**src/gbn_pkg.sv**
```systemverilog
// ----------------------------------------------------------------------------
// gbn_pkg
// Shared constants, codes and the command type of the Go-Back-N sender.
// ----------------------------------------------------------------------------
package gbn_pkg;

   localparam int WINDOW_DEPTH = 16;
   localparam int MAX_PAYLOAD  = 1024;
   localparam int QUEUE_DEPTH  = 4;

   localparam int SEQ_W  = 32;
   localparam int TAG_W  = 32;
   localparam int LEN_W  = 11;
   localparam int TMR_W  = 16;
   localparam int KIND_W = 3;
   localparam int FUNC_W = 2;

   localparam int SLOT_W = (WINDOW_DEPTH > 1) ? $clog2(WINDOW_DEPTH) : 1;
   localparam int CNT_W  = $clog2(WINDOW_DEPTH + 1);
   localparam int QP_W   = (QUEUE_DEPTH > 1) ? $clog2(QUEUE_DEPTH) : 1;
   localparam int QC_W   = $clog2(QUEUE_DEPTH + 1);

   localparam logic [TMR_W-1:0] TIMEOUT_RESET = TMR_W'(1000);

   localparam logic [FUNC_W-1:0] FUNC_NEW  = 2'd0;
   localparam logic [FUNC_W-1:0] FUNC_ACK  = 2'd1;
   localparam logic [FUNC_W-1:0] FUNC_TICK = 2'd2;

   localparam logic [KIND_W-1:0] KIND_SEND        = 3'd0;
   localparam logic [KIND_W-1:0] KIND_RESEND      = 3'd1;
   localparam logic [KIND_W-1:0] KIND_REFUSE_FULL = 3'd2;
   localparam logic [KIND_W-1:0] KIND_REFUSE_FIN  = 3'd3;
   localparam logic [KIND_W-1:0] KIND_COMPLETE    = 3'd4;
   localparam logic [KIND_W-1:0] KIND_ACK_TAKEN   = 3'd5;
   localparam logic [KIND_W-1:0] KIND_ACK_DROP    = 3'd6;

   // walk = 0: one result from the fields; walk = 1: resend count slots from slot
   typedef struct packed {
      logic              walk;
      logic [KIND_W-1:0] kind;
      logic [SEQ_W-1:0]  seq;
      logic              link;
      logic [TAG_W-1:0]  tag;
      logic [LEN_W-1:0]  len;
      logic [SLOT_W-1:0] slot;
      logic [CNT_W-1:0]  count;
   } gbn_cmd_type;

   function automatic logic [SLOT_W-1:0] slot_next(input logic [SLOT_W-1:0] s);
      logic [SLOT_W-1:0] r;
      if (s == SLOT_W'(WINDOW_DEPTH - 1)) r = '0;
      else                               r = s + SLOT_W'(1);
      return r;
   endfunction

endpackage

```
**src/gbn_front.sv**
```systemverilog
// ----------------------------------------------------------------------------
// gbn_front
// Accepts requests, keeps the window and timer state, emits commands.
// ----------------------------------------------------------------------------
module gbn_front
   import gbn_pkg::*;
(
   input  logic              clock,
   input  logic              reset,
   input  logic              req_valid,
   output logic              req_stall,
   input  logic [FUNC_W-1:0] req_func,
   input  logic [TAG_W-1:0]  req_payload_tag,
   input  logic [LEN_W-1:0]  req_payload_len,
   input  logic              req_link_sel,
   input  logic [SEQ_W-1:0]  req_ack_seq,
   input  logic              req_ack_good,
   input  logic              csr_valid,
   output logic              csr_ready,
   input  logic [TMR_W-1:0]  csr_data,
   input  logic              q_full,
   output logic              q_push,
   output gbn_cmd_type       q_cmd
);

   logic [TMR_W-1:0]  timeout_ff, timeout_in;
   logic [SEQ_W-1:0]  base_ff, base_in;
   logic [SEQ_W-1:0]  next_ff, next_in;
   logic [SEQ_W-1:0]  fseq_ff, fseq_in;
   logic              fsent_ff, fsent_in;
   logic              facked_ff, facked_in;
   logic              trun_ff, trun_in;
   logic [TMR_W-1:0]  tcnt_ff, tcnt_in;
   logic [SLOT_W-1:0] bslot_ff, bslot_in;
   logic [SLOT_W-1:0] nslot_ff, nslot_in;

   logic              accept;
   logic [SEQ_W-1:0]  span, step, ack_p1;
   logic [CNT_W:0]    slot_sum;
   logic [LEN_W-1:0]  len_sat;

   assign csr_ready = 1'b1;
   assign req_stall = q_full;
   assign accept    = req_valid && !q_full;

   assign span     = next_ff - base_ff;
   assign ack_p1   = req_ack_seq + SEQ_W'(1);
   assign step     = ack_p1 - base_ff;
   // step is at most the window depth whenever it is used
   assign slot_sum = (CNT_W+1)'(bslot_ff) + (CNT_W+1)'(step[CNT_W-1:0]);
   assign len_sat  = (32'(req_payload_len) > 32'(MAX_PAYLOAD)) ?
                     LEN_W'(MAX_PAYLOAD) : req_payload_len;

   always_comb begin
      timeout_in = timeout_ff;
      base_in    = base_ff;
      next_in    = next_ff;
      fseq_in    = fseq_ff;
      fsent_in   = fsent_ff;
      facked_in  = facked_ff;
      trun_in    = trun_ff;
      tcnt_in    = tcnt_ff;
      bslot_in   = bslot_ff;
      nslot_in   = nslot_ff;
      q_push     = 1'b0;
      q_cmd      = '0;

      if (csr_valid) begin
         timeout_in = csr_data;
      end

      if (accept) begin
         unique case (req_func)
            FUNC_NEW: begin
               q_push = 1'b1;
               if (fsent_ff) begin
                  q_cmd.kind = KIND_REFUSE_FIN;
               end else if (span >= SEQ_W'(WINDOW_DEPTH)) begin
                  q_cmd.kind = KIND_REFUSE_FULL;
               end else begin
                  q_cmd.kind = KIND_SEND;
                  q_cmd.seq  = next_ff;
                  q_cmd.link = req_link_sel;
                  q_cmd.tag  = req_payload_tag;
                  q_cmd.len  = len_sat;
                  q_cmd.slot = nslot_ff;
                  if (len_sat == '0) begin
                     fsent_in = 1'b1;
                     fseq_in  = next_ff;
                  end
                  if (base_ff == next_ff) begin
                     trun_in = 1'b1;
                     tcnt_in = timeout_ff;
                  end
                  next_in  = next_ff + SEQ_W'(1);
                  nslot_in = slot_next(nslot_ff);
               end
            end
            FUNC_ACK: begin
               q_push    = 1'b1;
               q_cmd.seq = req_ack_seq;
               if (!req_ack_good) begin
                  q_cmd.kind = KIND_ACK_DROP;
               end else if (facked_ff || (fsent_ff && fseq_ff == req_ack_seq)) begin
                  q_cmd.kind = KIND_COMPLETE;
                  facked_in  = 1'b1;
                  trun_in    = 1'b0;
                  tcnt_in    = '0;
               end else begin
                  q_cmd.kind = KIND_ACK_TAKEN;
                  if (step != '0 && step <= span) begin
                     base_in = ack_p1;
                     if (slot_sum >= (CNT_W+1)'(WINDOW_DEPTH))
                        bslot_in = SLOT_W'(slot_sum - (CNT_W+1)'(WINDOW_DEPTH));
                     else
                        bslot_in = SLOT_W'(slot_sum);
                  end
                  if (base_in == next_ff) begin
                     trun_in = 1'b0;
                     tcnt_in = '0;
                  end else begin
                     trun_in = 1'b1;
                     tcnt_in = timeout_ff;
                  end
               end
            end
            FUNC_TICK: begin
               if (trun_ff && !facked_ff) begin
                  if (tcnt_ff > TMR_W'(1)) begin
                     tcnt_in = tcnt_ff - TMR_W'(1);
                  end else begin
                     tcnt_in = timeout_ff;
                     if (span != '0) begin
                        q_push      = 1'b1;
                        q_cmd.walk  = 1'b1;
                        q_cmd.kind  = KIND_RESEND;
                        q_cmd.seq   = base_ff;
                        q_cmd.slot  = bslot_ff;
                        q_cmd.count = (span > SEQ_W'(WINDOW_DEPTH)) ?
                                      CNT_W'(WINDOW_DEPTH) : span[CNT_W-1:0];
                     end
                  end
               end
            end
            default: begin
            end
         endcase
      end
   end

   always_ff @(posedge clock) begin
      if (reset) begin
         timeout_ff <= TIMEOUT_RESET;
         base_ff    <= SEQ_W'(1);
         next_ff    <= SEQ_W'(1);
         fseq_ff    <= '0;
         fsent_ff   <= 1'b0;
         facked_ff  <= 1'b0;
         trun_ff    <= 1'b0;
         tcnt_ff    <= '0;
         bslot_ff   <= '0;
         nslot_ff   <= '0;
      end else begin
         timeout_ff <= timeout_in;
         base_ff    <= base_in;
         next_ff    <= next_in;
         fseq_ff    <= fseq_in;
         fsent_ff   <= fsent_in;
         facked_ff  <= facked_in;
         trun_ff    <= trun_in;
         tcnt_ff    <= tcnt_in;
         bslot_ff   <= bslot_in;
         nslot_ff   <= nslot_in;
      end
   end

endmodule

```
**src/gbn_cmd_queue.sv**
```systemverilog
// ----------------------------------------------------------------------------
// gbn_cmd_queue
// Small FIFO of commands between the front and the back.
// ----------------------------------------------------------------------------
module gbn_cmd_queue
   import gbn_pkg::*;
(
   input  logic        clock,
   input  logic        reset,
   input  logic        push,
   input  gbn_cmd_type push_cmd,
   output logic        full,
   input  logic        pop,
   output logic        pop_valid,
   output gbn_cmd_type pop_cmd
);

   gbn_cmd_type      slot_ff [QUEUE_DEPTH];
   logic [QP_W-1:0]  wp_ff, wp_in;
   logic [QP_W-1:0]  rp_ff, rp_in;
   logic [QC_W-1:0]  cnt_ff, cnt_in;
   logic             do_push, do_pop;

   function automatic logic [QP_W-1:0] qp_next(input logic [QP_W-1:0] p);
      logic [QP_W-1:0] r;
      if (p == QP_W'(QUEUE_DEPTH - 1)) r = '0;
      else                            r = p + QP_W'(1);
      return r;
   endfunction

   assign full      = (cnt_ff == QC_W'(QUEUE_DEPTH));
   assign pop_valid = (cnt_ff != '0);
   assign pop_cmd   = slot_ff[rp_ff];
   assign do_push   = push && !full;
   assign do_pop    = pop && pop_valid;

   always_comb begin
      wp_in  = do_push ? qp_next(wp_ff) : wp_ff;
      rp_in  = do_pop  ? qp_next(rp_ff) : rp_ff;
      cnt_in = cnt_ff;
      if (do_push && !do_pop) cnt_in = cnt_ff + QC_W'(1);
      if (!do_push && do_pop) cnt_in = cnt_ff - QC_W'(1);
   end

   always_ff @(posedge clock) begin
      if (do_push) begin
         slot_ff[wp_ff] <= push_cmd;
      end
   end

   always_ff @(posedge clock) begin
      if (reset) begin
         wp_ff  <= '0;
         rp_ff  <= '0;
         cnt_ff <= '0;
      end else begin
         wp_ff  <= wp_in;
         rp_ff  <= rp_in;
         cnt_ff <= cnt_in;
      end
   end

endmodule

```
**src/gbn_back.sv**
```systemverilog
// ----------------------------------------------------------------------------
// gbn_back
// Executes commands: stores sent descriptors, walks the window on resend,
// drives the registered response channel.
// ----------------------------------------------------------------------------
module gbn_back
   import gbn_pkg::*;
(
   input  logic              clock,
   input  logic              reset,
   input  logic              q_valid,
   input  gbn_cmd_type       q_cmd,
   output logic              q_pop,
   output logic              rsp_valid,
   input  logic              rsp_stall,
   output logic [KIND_W-1:0] rsp_kind,
   output logic [SEQ_W-1:0]  rsp_seq_out,
   output logic              rsp_link_out,
   output logic [TAG_W-1:0]  rsp_tag_out,
   output logic [LEN_W-1:0]  rsp_len_out,
   output logic              rsp_last
);

   localparam logic ST_IDLE = 1'b0;
   localparam logic ST_WALK = 1'b1;

   localparam int ENT_W = TAG_W + LEN_W;

   logic [ENT_W-1:0]  mem [WINDOW_DEPTH];
   logic [ENT_W-1:0]  rd_ff;

   logic              state_ff, state_in;
   logic [SEQ_W-1:0]  cseq_ff, cseq_in;
   logic [SLOT_W-1:0] cslot_ff, cslot_in;
   logic [CNT_W-1:0]  remain_ff, remain_in;

   logic              vld_ff, vld_in;
   logic [KIND_W-1:0] kind_ff, kind_in;
   logic [SEQ_W-1:0]  seq_ff, seq_in;
   logic              link_ff, link_in;
   logic [TAG_W-1:0]  tag_ff, tag_in;
   logic [LEN_W-1:0]  len_ff, len_in;
   logic              last_ff, last_in;

   logic              out_free, load;
   logic              rd_en, wr_en;
   logic [SLOT_W-1:0] rd_addr;

   assign out_free = !vld_ff || !rsp_stall;

   always_comb begin
      state_in  = state_ff;
      cseq_in   = cseq_ff;
      cslot_in  = cslot_ff;
      remain_in = remain_ff;
      q_pop     = 1'b0;
      load      = 1'b0;
      rd_en     = 1'b0;
      rd_addr   = cslot_ff;
      wr_en     = 1'b0;
      kind_in   = kind_ff;
      seq_in    = seq_ff;
      link_in   = link_ff;
      tag_in    = tag_ff;
      len_in    = len_ff;
      last_in   = last_ff;

      unique case (state_ff)
         ST_IDLE: begin
            if (q_valid && q_cmd.walk) begin
               // first read issues now into rd_ff; the walk state turns it into a result
               q_pop     = 1'b1;
               rd_en     = 1'b1;
               rd_addr   = q_cmd.slot;
               cseq_in   = q_cmd.seq;
               cslot_in  = slot_next(q_cmd.slot);
               remain_in = q_cmd.count;
               state_in  = ST_WALK;
            end else if (q_valid && out_free) begin
               q_pop   = 1'b1;
               load    = 1'b1;
               wr_en   = (q_cmd.kind == KIND_SEND);
               kind_in = q_cmd.kind;
               seq_in  = q_cmd.seq;
               link_in = q_cmd.link;
               tag_in  = q_cmd.tag;
               len_in  = q_cmd.len;
               last_in = 1'b1;
            end
         end
         ST_WALK: begin
            if (out_free) begin
               load    = 1'b1;
               kind_in = KIND_RESEND;
               seq_in  = cseq_ff;
               link_in = 1'b0;
               tag_in  = rd_ff[ENT_W-1:LEN_W];
               len_in  = rd_ff[LEN_W-1:0];
               last_in = (remain_ff == CNT_W'(1));
               if (remain_ff == CNT_W'(1)) begin
                  state_in = ST_IDLE;
               end else begin
                  rd_en     = 1'b1;
                  cslot_in  = slot_next(cslot_ff);
                  cseq_in   = cseq_ff + SEQ_W'(1);
                  remain_in = remain_ff - CNT_W'(1);
               end
            end
         end
         default: begin
            state_in = ST_IDLE;
         end
      endcase

      if (load)          vld_in = 1'b1;
      else if (out_free) vld_in = 1'b0;
      else               vld_in = vld_ff;
   end

   always_ff @(posedge clock) begin
      if (wr_en) begin
         mem[q_cmd.slot] <= {q_cmd.tag, q_cmd.len};
      end
      if (rd_en) begin
         rd_ff <= mem[rd_addr];
      end
   end

   always_ff @(posedge clock) begin
      cseq_ff   <= cseq_in;
      cslot_ff  <= cslot_in;
      remain_ff <= remain_in;
      kind_ff   <= kind_in;
      seq_ff    <= seq_in;
      link_ff   <= link_in;
      tag_ff    <= tag_in;
      len_ff    <= len_in;
      last_ff   <= last_in;
   end

   always_ff @(posedge clock) begin
      if (reset) begin
         state_ff <= ST_IDLE;
         vld_ff   <= 1'b0;
      end else begin
         state_ff <= state_in;
         vld_ff   <= vld_in;
      end
   end

   assign rsp_valid    = vld_ff;
   assign rsp_kind     = kind_ff;
   assign rsp_seq_out  = seq_ff;
   assign rsp_link_out = link_ff;
   assign rsp_tag_out  = tag_ff;
   assign rsp_len_out  = len_ff;
   assign rsp_last     = last_ff;

endmodule

```
**src/go_back_n_sender_window_unit.sv**
```systemverilog
// ----------------------------------------------------------------------------
// go_back_n_sender_window_unit
// Go-Back-N sender window: numbers and stores packet descriptors, slides
// the window on good acks, resends the whole window on timer expiry.
// ----------------------------------------------------------------------------
//  channel  direction  handshake          carries
//  req_     in         valid / stall      one request: new packet, ack or tick
//  rsp_     out        valid / stall      up to one result per cycle, held while stalled; last marks end
//  csr_     in         valid / ready      timeout_ticks write
//
// The front takes a request every cycle while the command queue has room
// and updates window/timer state in that cycle. The back turns a command
// into results: a single result is loaded into the output register, a
// resend of N slots reads the window RAM once per result. Reset is
// synchronous; the window RAM is not cleared. A stall on rsp_ holds the
// output register; the queue absorbs up to four commands before req_stall.
// ----------------------------------------------------------------------------
module go_back_n_sender_window_unit
   import gbn_pkg::*;
(
   input  logic              clock,
   input  logic              reset,
   input  logic              req_valid,
   output logic              req_stall,
   input  logic [FUNC_W-1:0] req_func,
   input  logic [TAG_W-1:0]  req_payload_tag,
   input  logic [LEN_W-1:0]  req_payload_len,
   input  logic              req_link_sel,
   input  logic [SEQ_W-1:0]  req_ack_seq,
   input  logic              req_ack_good,
   output logic              rsp_valid,
   input  logic              rsp_stall,
   output logic [KIND_W-1:0] rsp_kind,
   output logic [SEQ_W-1:0]  rsp_seq_out,
   output logic              rsp_link_out,
   output logic [TAG_W-1:0]  rsp_tag_out,
   output logic [LEN_W-1:0]  rsp_len_out,
   output logic              rsp_last,
   input  logic              csr_valid,
   output logic              csr_ready,
   input  logic [TMR_W-1:0]  csr_data
);

   // front -> queue
   logic        q_full, q_push;
   gbn_cmd_type q_push_cmd;
   // queue -> back
   logic        q_pop, q_valid;
   gbn_cmd_type q_pop_cmd;

   gbn_front u_front (
      .clock           (clock),
      .reset           (reset),
      .req_valid       (req_valid),
      .req_stall       (req_stall),
      .req_func        (req_func),
      .req_payload_tag (req_payload_tag),
      .req_payload_len (req_payload_len),
      .req_link_sel    (req_link_sel),
      .req_ack_seq     (req_ack_seq),
      .req_ack_good    (req_ack_good),
      .csr_valid       (csr_valid),
      .csr_ready       (csr_ready),
      .csr_data        (csr_data),
      .q_full          (q_full),
      .q_push          (q_push),
      .q_cmd           (q_push_cmd)
   );

   // commands stay in request order, so a resend walk always sees
   // every earlier send already written into the window RAM
   gbn_cmd_queue u_queue (
      .clock     (clock),
      .reset     (reset),
      .push      (q_push),
      .push_cmd  (q_push_cmd),
      .full      (q_full),
      .pop       (q_pop),
      .pop_valid (q_valid),
      .pop_cmd   (q_pop_cmd)
   );

   gbn_back u_back (
      .clock        (clock),
      .reset        (reset),
      .q_valid      (q_valid),
      .q_cmd        (q_pop_cmd),
      .q_pop        (q_pop),
      .rsp_valid    (rsp_valid),
      .rsp_stall    (rsp_stall),
      .rsp_kind     (rsp_kind),
      .rsp_seq_out  (rsp_seq_out),
      .rsp_link_out (rsp_link_out),
      .rsp_tag_out  (rsp_tag_out),
      .rsp_len_out  (rsp_len_out),
      .rsp_last     (rsp_last)
   );

endmodule

```
**config.mk**
```make
export PLATFORM = sky130hd
export DESIGN_NAME = go_back_n_sender_window_unit
export DESIGN_NICKNAME = d
export VERILOG_FILES = /design/src/gbn_pkg.sv /design/src/gbn_front.sv /design/src/gbn_cmd_queue.sv /design/src/gbn_back.sv /design/src/go_back_n_sender_window_unit.sv
export SDC_FILE = /design/constraint.sdc
export NUM_CORES = 2
export LEC_CHECK = 0
export BUFFER_PORTS_ARGS = -buffer_cell sky130_fd_sc_hd__buf_2
export CORE_MARGIN = 3
export CORE_UTILIZATION = 65
export CTS_CLUSTER_SIZE = 14
export DETAILED_ROUTE_END_ITERATION = 10
export PLACE_DENSITY = 0.94
export SLEW_MARGIN = 20
export SYNTH_ARGS = -nofsm -noshare
export SYNTH_HDL_FRONTEND = slang
export SYNTH_SLANG_ARGS = --single-unit
```
**constraint.sdc**
```tcl
create_clock -name clock -period 16.9 [get_ports clock]
set_clock_uncertainty 0.05 [all_clocks]
set_input_delay 1.69 -clock clock [delete_from_list [all_inputs] [get_ports clock]]
set_output_delay 1.69 -clock clock [all_outputs]
set_load 0.03 [all_outputs]
```
==> out/results.ini <==
[timing]
rsz0062_at_grt = no
slew_headroom_pct = 19.03
setup_violations = 0
report.final.slew_viol_count = 0
layout_min_cycle_time_ps = 8655
fmax_mhz = 115.5
period_share_pct = 51.21
worst_slew_pin_slew_ps = 1203
hold_viol = 0
setup_tns_ps = 0

[setup_path]
reg2reg_depth = 21
worstReg2RegEnd = u_front.tcnt_ff[7]
cp_data_required_time_ps = 17480
cp-start-kind = primary input
crit_fanout = 12
regToRegStartpoint = u_front.next_ff[14]
endpoint_kind = flip-flop
crit_start = req_ack_seq[0]
path_class = primary input to flip-flop
crit_arrival_ps = 9230
regToRegSetupSlack_ps = 9580
endpoint = u_front.tcnt_ff[7]

[clock_tree]
numCtsBuffers = 131
post_cts.repair.setup_buffers = 0
clk_pin_slew_worst_paths_ps = 60
cts_buffer_depth = 3
post_cts_resized = 0
cts.sinks = 1358
cts_tree = done
hold_buffers = 0
htree_num_levels = 4
cts_root_buf = clkbuf_16
clkLatencyLatePin_ps = 760

[synth]
syn_nets = 5088
synthArstFlopShare_pct = 0
synth_edf_count = 1208
synthTopCellsByArea = edfxtp_1 (59%), dfxtp_1 (4.9%), nand2_1 (4.6%), mux4_2 (3.3%), a211oi_1 (3.2%)
syn_inst = 4863
yosysTopAreaCell = edfxtp_1
synthFlopType = edfxtp_1
syn_area_sq_um = 61340
synth_seq_area_share_pct = 64.03
syn_area_per_cell_sq_um = 12.61
yosys.area_share.adder_pct = 2.599
synth.top_cell.area_share_pct = 59.14
ys_ff_latch = 1358
yosys_warnings = 0
synth_simple_gate_area_share_pct = 12.14
synth_top_family_by_area = simple AND/OR/NAND/NOR gates
synth_compound_area_share_pct = 11.05
synth-xor-area-share_pct = 3.192
synth.area.mux_share_pct = 4.339
yosysUniqueCellTypes = 86

[finish]
drive_above_1_share_pct = 11.05
syn_to_final_growth_pct = 9.838
final_nets = 5150

[status]
outcome = finished, final reports clean

[power]
comb_power_share_pct = 39.2
powerDensity_nw_per_um2 = 180.7
clkPwrFrac_pct = 23.2
switchingPower_mw = 4.878
pwr-share-seq_pct = 37.6
power.leakage_nw = 22.66
sw_frac_of_total_pct = 40.06
ir_worst_vdd_mv = 0.2187
p_int_mw = 7.298
finalPower_mw = 12.18

[detailed_routing]
num_vias = 44857
drc = 0
drt_iter0_markers = 7905
wire_per_inst_microns = 30.12
wirelength_microns = 189400
ant_nets = 0
first_pass_iters = 7
vias_per_cell = 7.134

[die]
initial_core_util_pct = 65.63
die_w_microns = 313.2
dieHeight_microns = 313.2
dieArea_sq_um = 98090
io_pins = 183
fp.coreArea_sq_um = 93470
fp-row-count = 112

[placement]
finalWeightedCongestion = 1.021
dp_hpwl_microns = 108200
port_buffers = 181

[min_path]
hp-class = flip-flop to flip-flop

[global_routing]
overflow = 0
antenna_found_initial = 4
grt_max_degree = 250
grt.total_usage_pct = 37.56
grt_pass1_wl_microns = 274000
grt_pass1_vias = 43949

[flow_run]
max_cap_viol_count = 0

-- placed cells by master, fill, tap and decap left out, types with 121 or more instances in the layout --
| cell | instances |
|---|---|
| nor2_1 | 226 |
| nand2_1 | 742 |
| and2_1 | 223 |
| dfxtp_1 | 147 |
| a211oi_1 | 261 |
| edfxtp_1 | 1208 |
| a21oi_1 | 222 |
| clkbuf_16 | 135 |
| o21ai_0 | 124 |
| buf_2 | 180 |
| ha_1 | 121 |
-- through the flow --
step | setup WS (ps) | cells | util (%) | cell area [sq um] | hold WS [ps]
detailed placement | 7746 | 6044 | 67.67 | 63250 | 415.5
global route | 7806 | 6284 | 72.07 | 67370 | 467.6
global placement | 7852 | 6044 | 67.67 | 63250 | 411.6
floorplan | 8718 | 4863 | - | 61340 | 384.6
finish | 8245 | 6288 | 72.08 | 67380 | 432.4
CTS | 8493 | 6282 | 72.00 | 67300 | 430.6
-- area by class of cell --
cell class,instances,area [sq um]
Sequential cell,1358,39290
Timing Repair Buffer,233,1380
Multi-Input combinational cell,3092,20670
Clock buffer,177,3566
Tap cell,1254,1569
Inverter,109,411.6
Fill cell,5365,26090
Clock inverter,61,481.7
Antenna cell,4,10.01
-- metal layers --
layer | global-route usage [%] | up-vias | share of wire [%]
li1 | - | 18385 | -
met3 | 8.099 | 935 | 12
met4 | 24.15 | 0 | 7.5
met5 | 0 | - | 0
met1 | 47.21 | 21343 | 33
met2 | 59.69 | 4194 | 47
-- how the worst min path moves through the flow --
stage | slack [ps] | cells after the start | end | from
finish | 430 | 2 | u_front.timeout_ff[5] | u_front.timeout_ff[5]
CTS | 430 | 2 | u_front.timeout_ff[5] | u_front.timeout_ff[5]
global route | 470 | 1 | u_front.tcnt_ff[10] | u_front.timeout_ff[10]
global placement | 410 | 2 | u_front.timeout_ff[8] | u_front.timeout_ff[8]
floorplan | 380 | 2 | u_front.timeout_ff[3] | u_front.timeout_ff[3]
detailed placement | 420 | 2 | u_front.timeout_ff[5] | u_front.timeout_ff[5]
-- cells by family after synthesis --
kind of cell,after synthesis
AO/OA/AOI/OAI,1010
flip-flops,1358
adder cells (fa/ha/maj),125
multiplexers,154
AND/OR/NAND/NOR,1585
other,1
XOR/XNOR,217
buffers and inverters,413
-- sequential cells by signal, indices dropped and copies added, names as in the netlist, 5 cells and up, named ones only --
| register | flops |
|---|---|
| u_back.cseq_ff | 32 |
| u_back.mem | 688 |
| u_back.rd_ff | 43 |
| u_back.remain_ff | 5 |
| u_back.rsp_len_out | 11 |
| u_back.rsp_seq_out | 32 |
| u_back.rsp_tag_out | 32 |
| u_front.base_ff | 32 |
| u_front.fseq_ff | 32 |
| u_front.next_ff | 32 |
| u_front.tcnt_ff | 16 |
| u_front.timeout_ff | 16 |
| u_queue.slot_ff | 356 |
-- worst max-delay path, cell delays in order --
cell      delay (ps)
buf_2            300
ha_1             300
nand4_1          240
nor4_1           610
nand3_1          240
xnor2_1          290
ha_1             370
a21oi_1          340
o21ai_0          260
nand2_1          110
nand3_1           80
a221oi_1         440
xor2_1           260
inv_1             90
ha_1             310
a21o_1           190
a21o_1           170
a21oi_1          150
nor3_1            70
a211oi_1         300
o21ai_0          140
nand2_1          450
nand2b_1         190
a21oi_1           70
nor4_1           440
a31oi_1          370
or2_1            440
a32o_1           300
-- power by group through the flow --
stage | registers (mW) | logic (mW) | clock network (mW)
after floorplan | 4.75 | 2.97 | 0
after global placement | 4.60 | 4.23 | 0
after detailed placement | 4.62 | 4.43 | 0
after CTS | 4.57 | 4.60 | 2.82
after global routing | 4.60 | 5.04 | 2.95
final | 4.58 | 4.77 | 2.82
-- synth_stat cells (11+ instances only) --
master    instances
o22ai_1          13
a31oi_1         105
xor2_1           97
inv_1           109
a22oi_1          43
buf_1            25
a21oi_1         222
and2_0           12
nor4_1           37
ha_1            121
nand4_1          57
and3_1           28
xnor2_1         116
nor2_1          243
mux4_2           89
a311oi_1         87
and4_1           19
and2_1          227
clkbuf_1        254
dfxtp_1         150
nor3_1           47
mux2i_1          60
buf_2            17
or3_1            17
o21ai_0         127
edfxtp_1       1208
nand2_1         744
a21o_1           30
o31ai_1          11
nand2b_1         19
o21a_1           17
nand3_1          84
o211ai_1         19
a211oi_1        261
(Power assumes the default switching activity.)
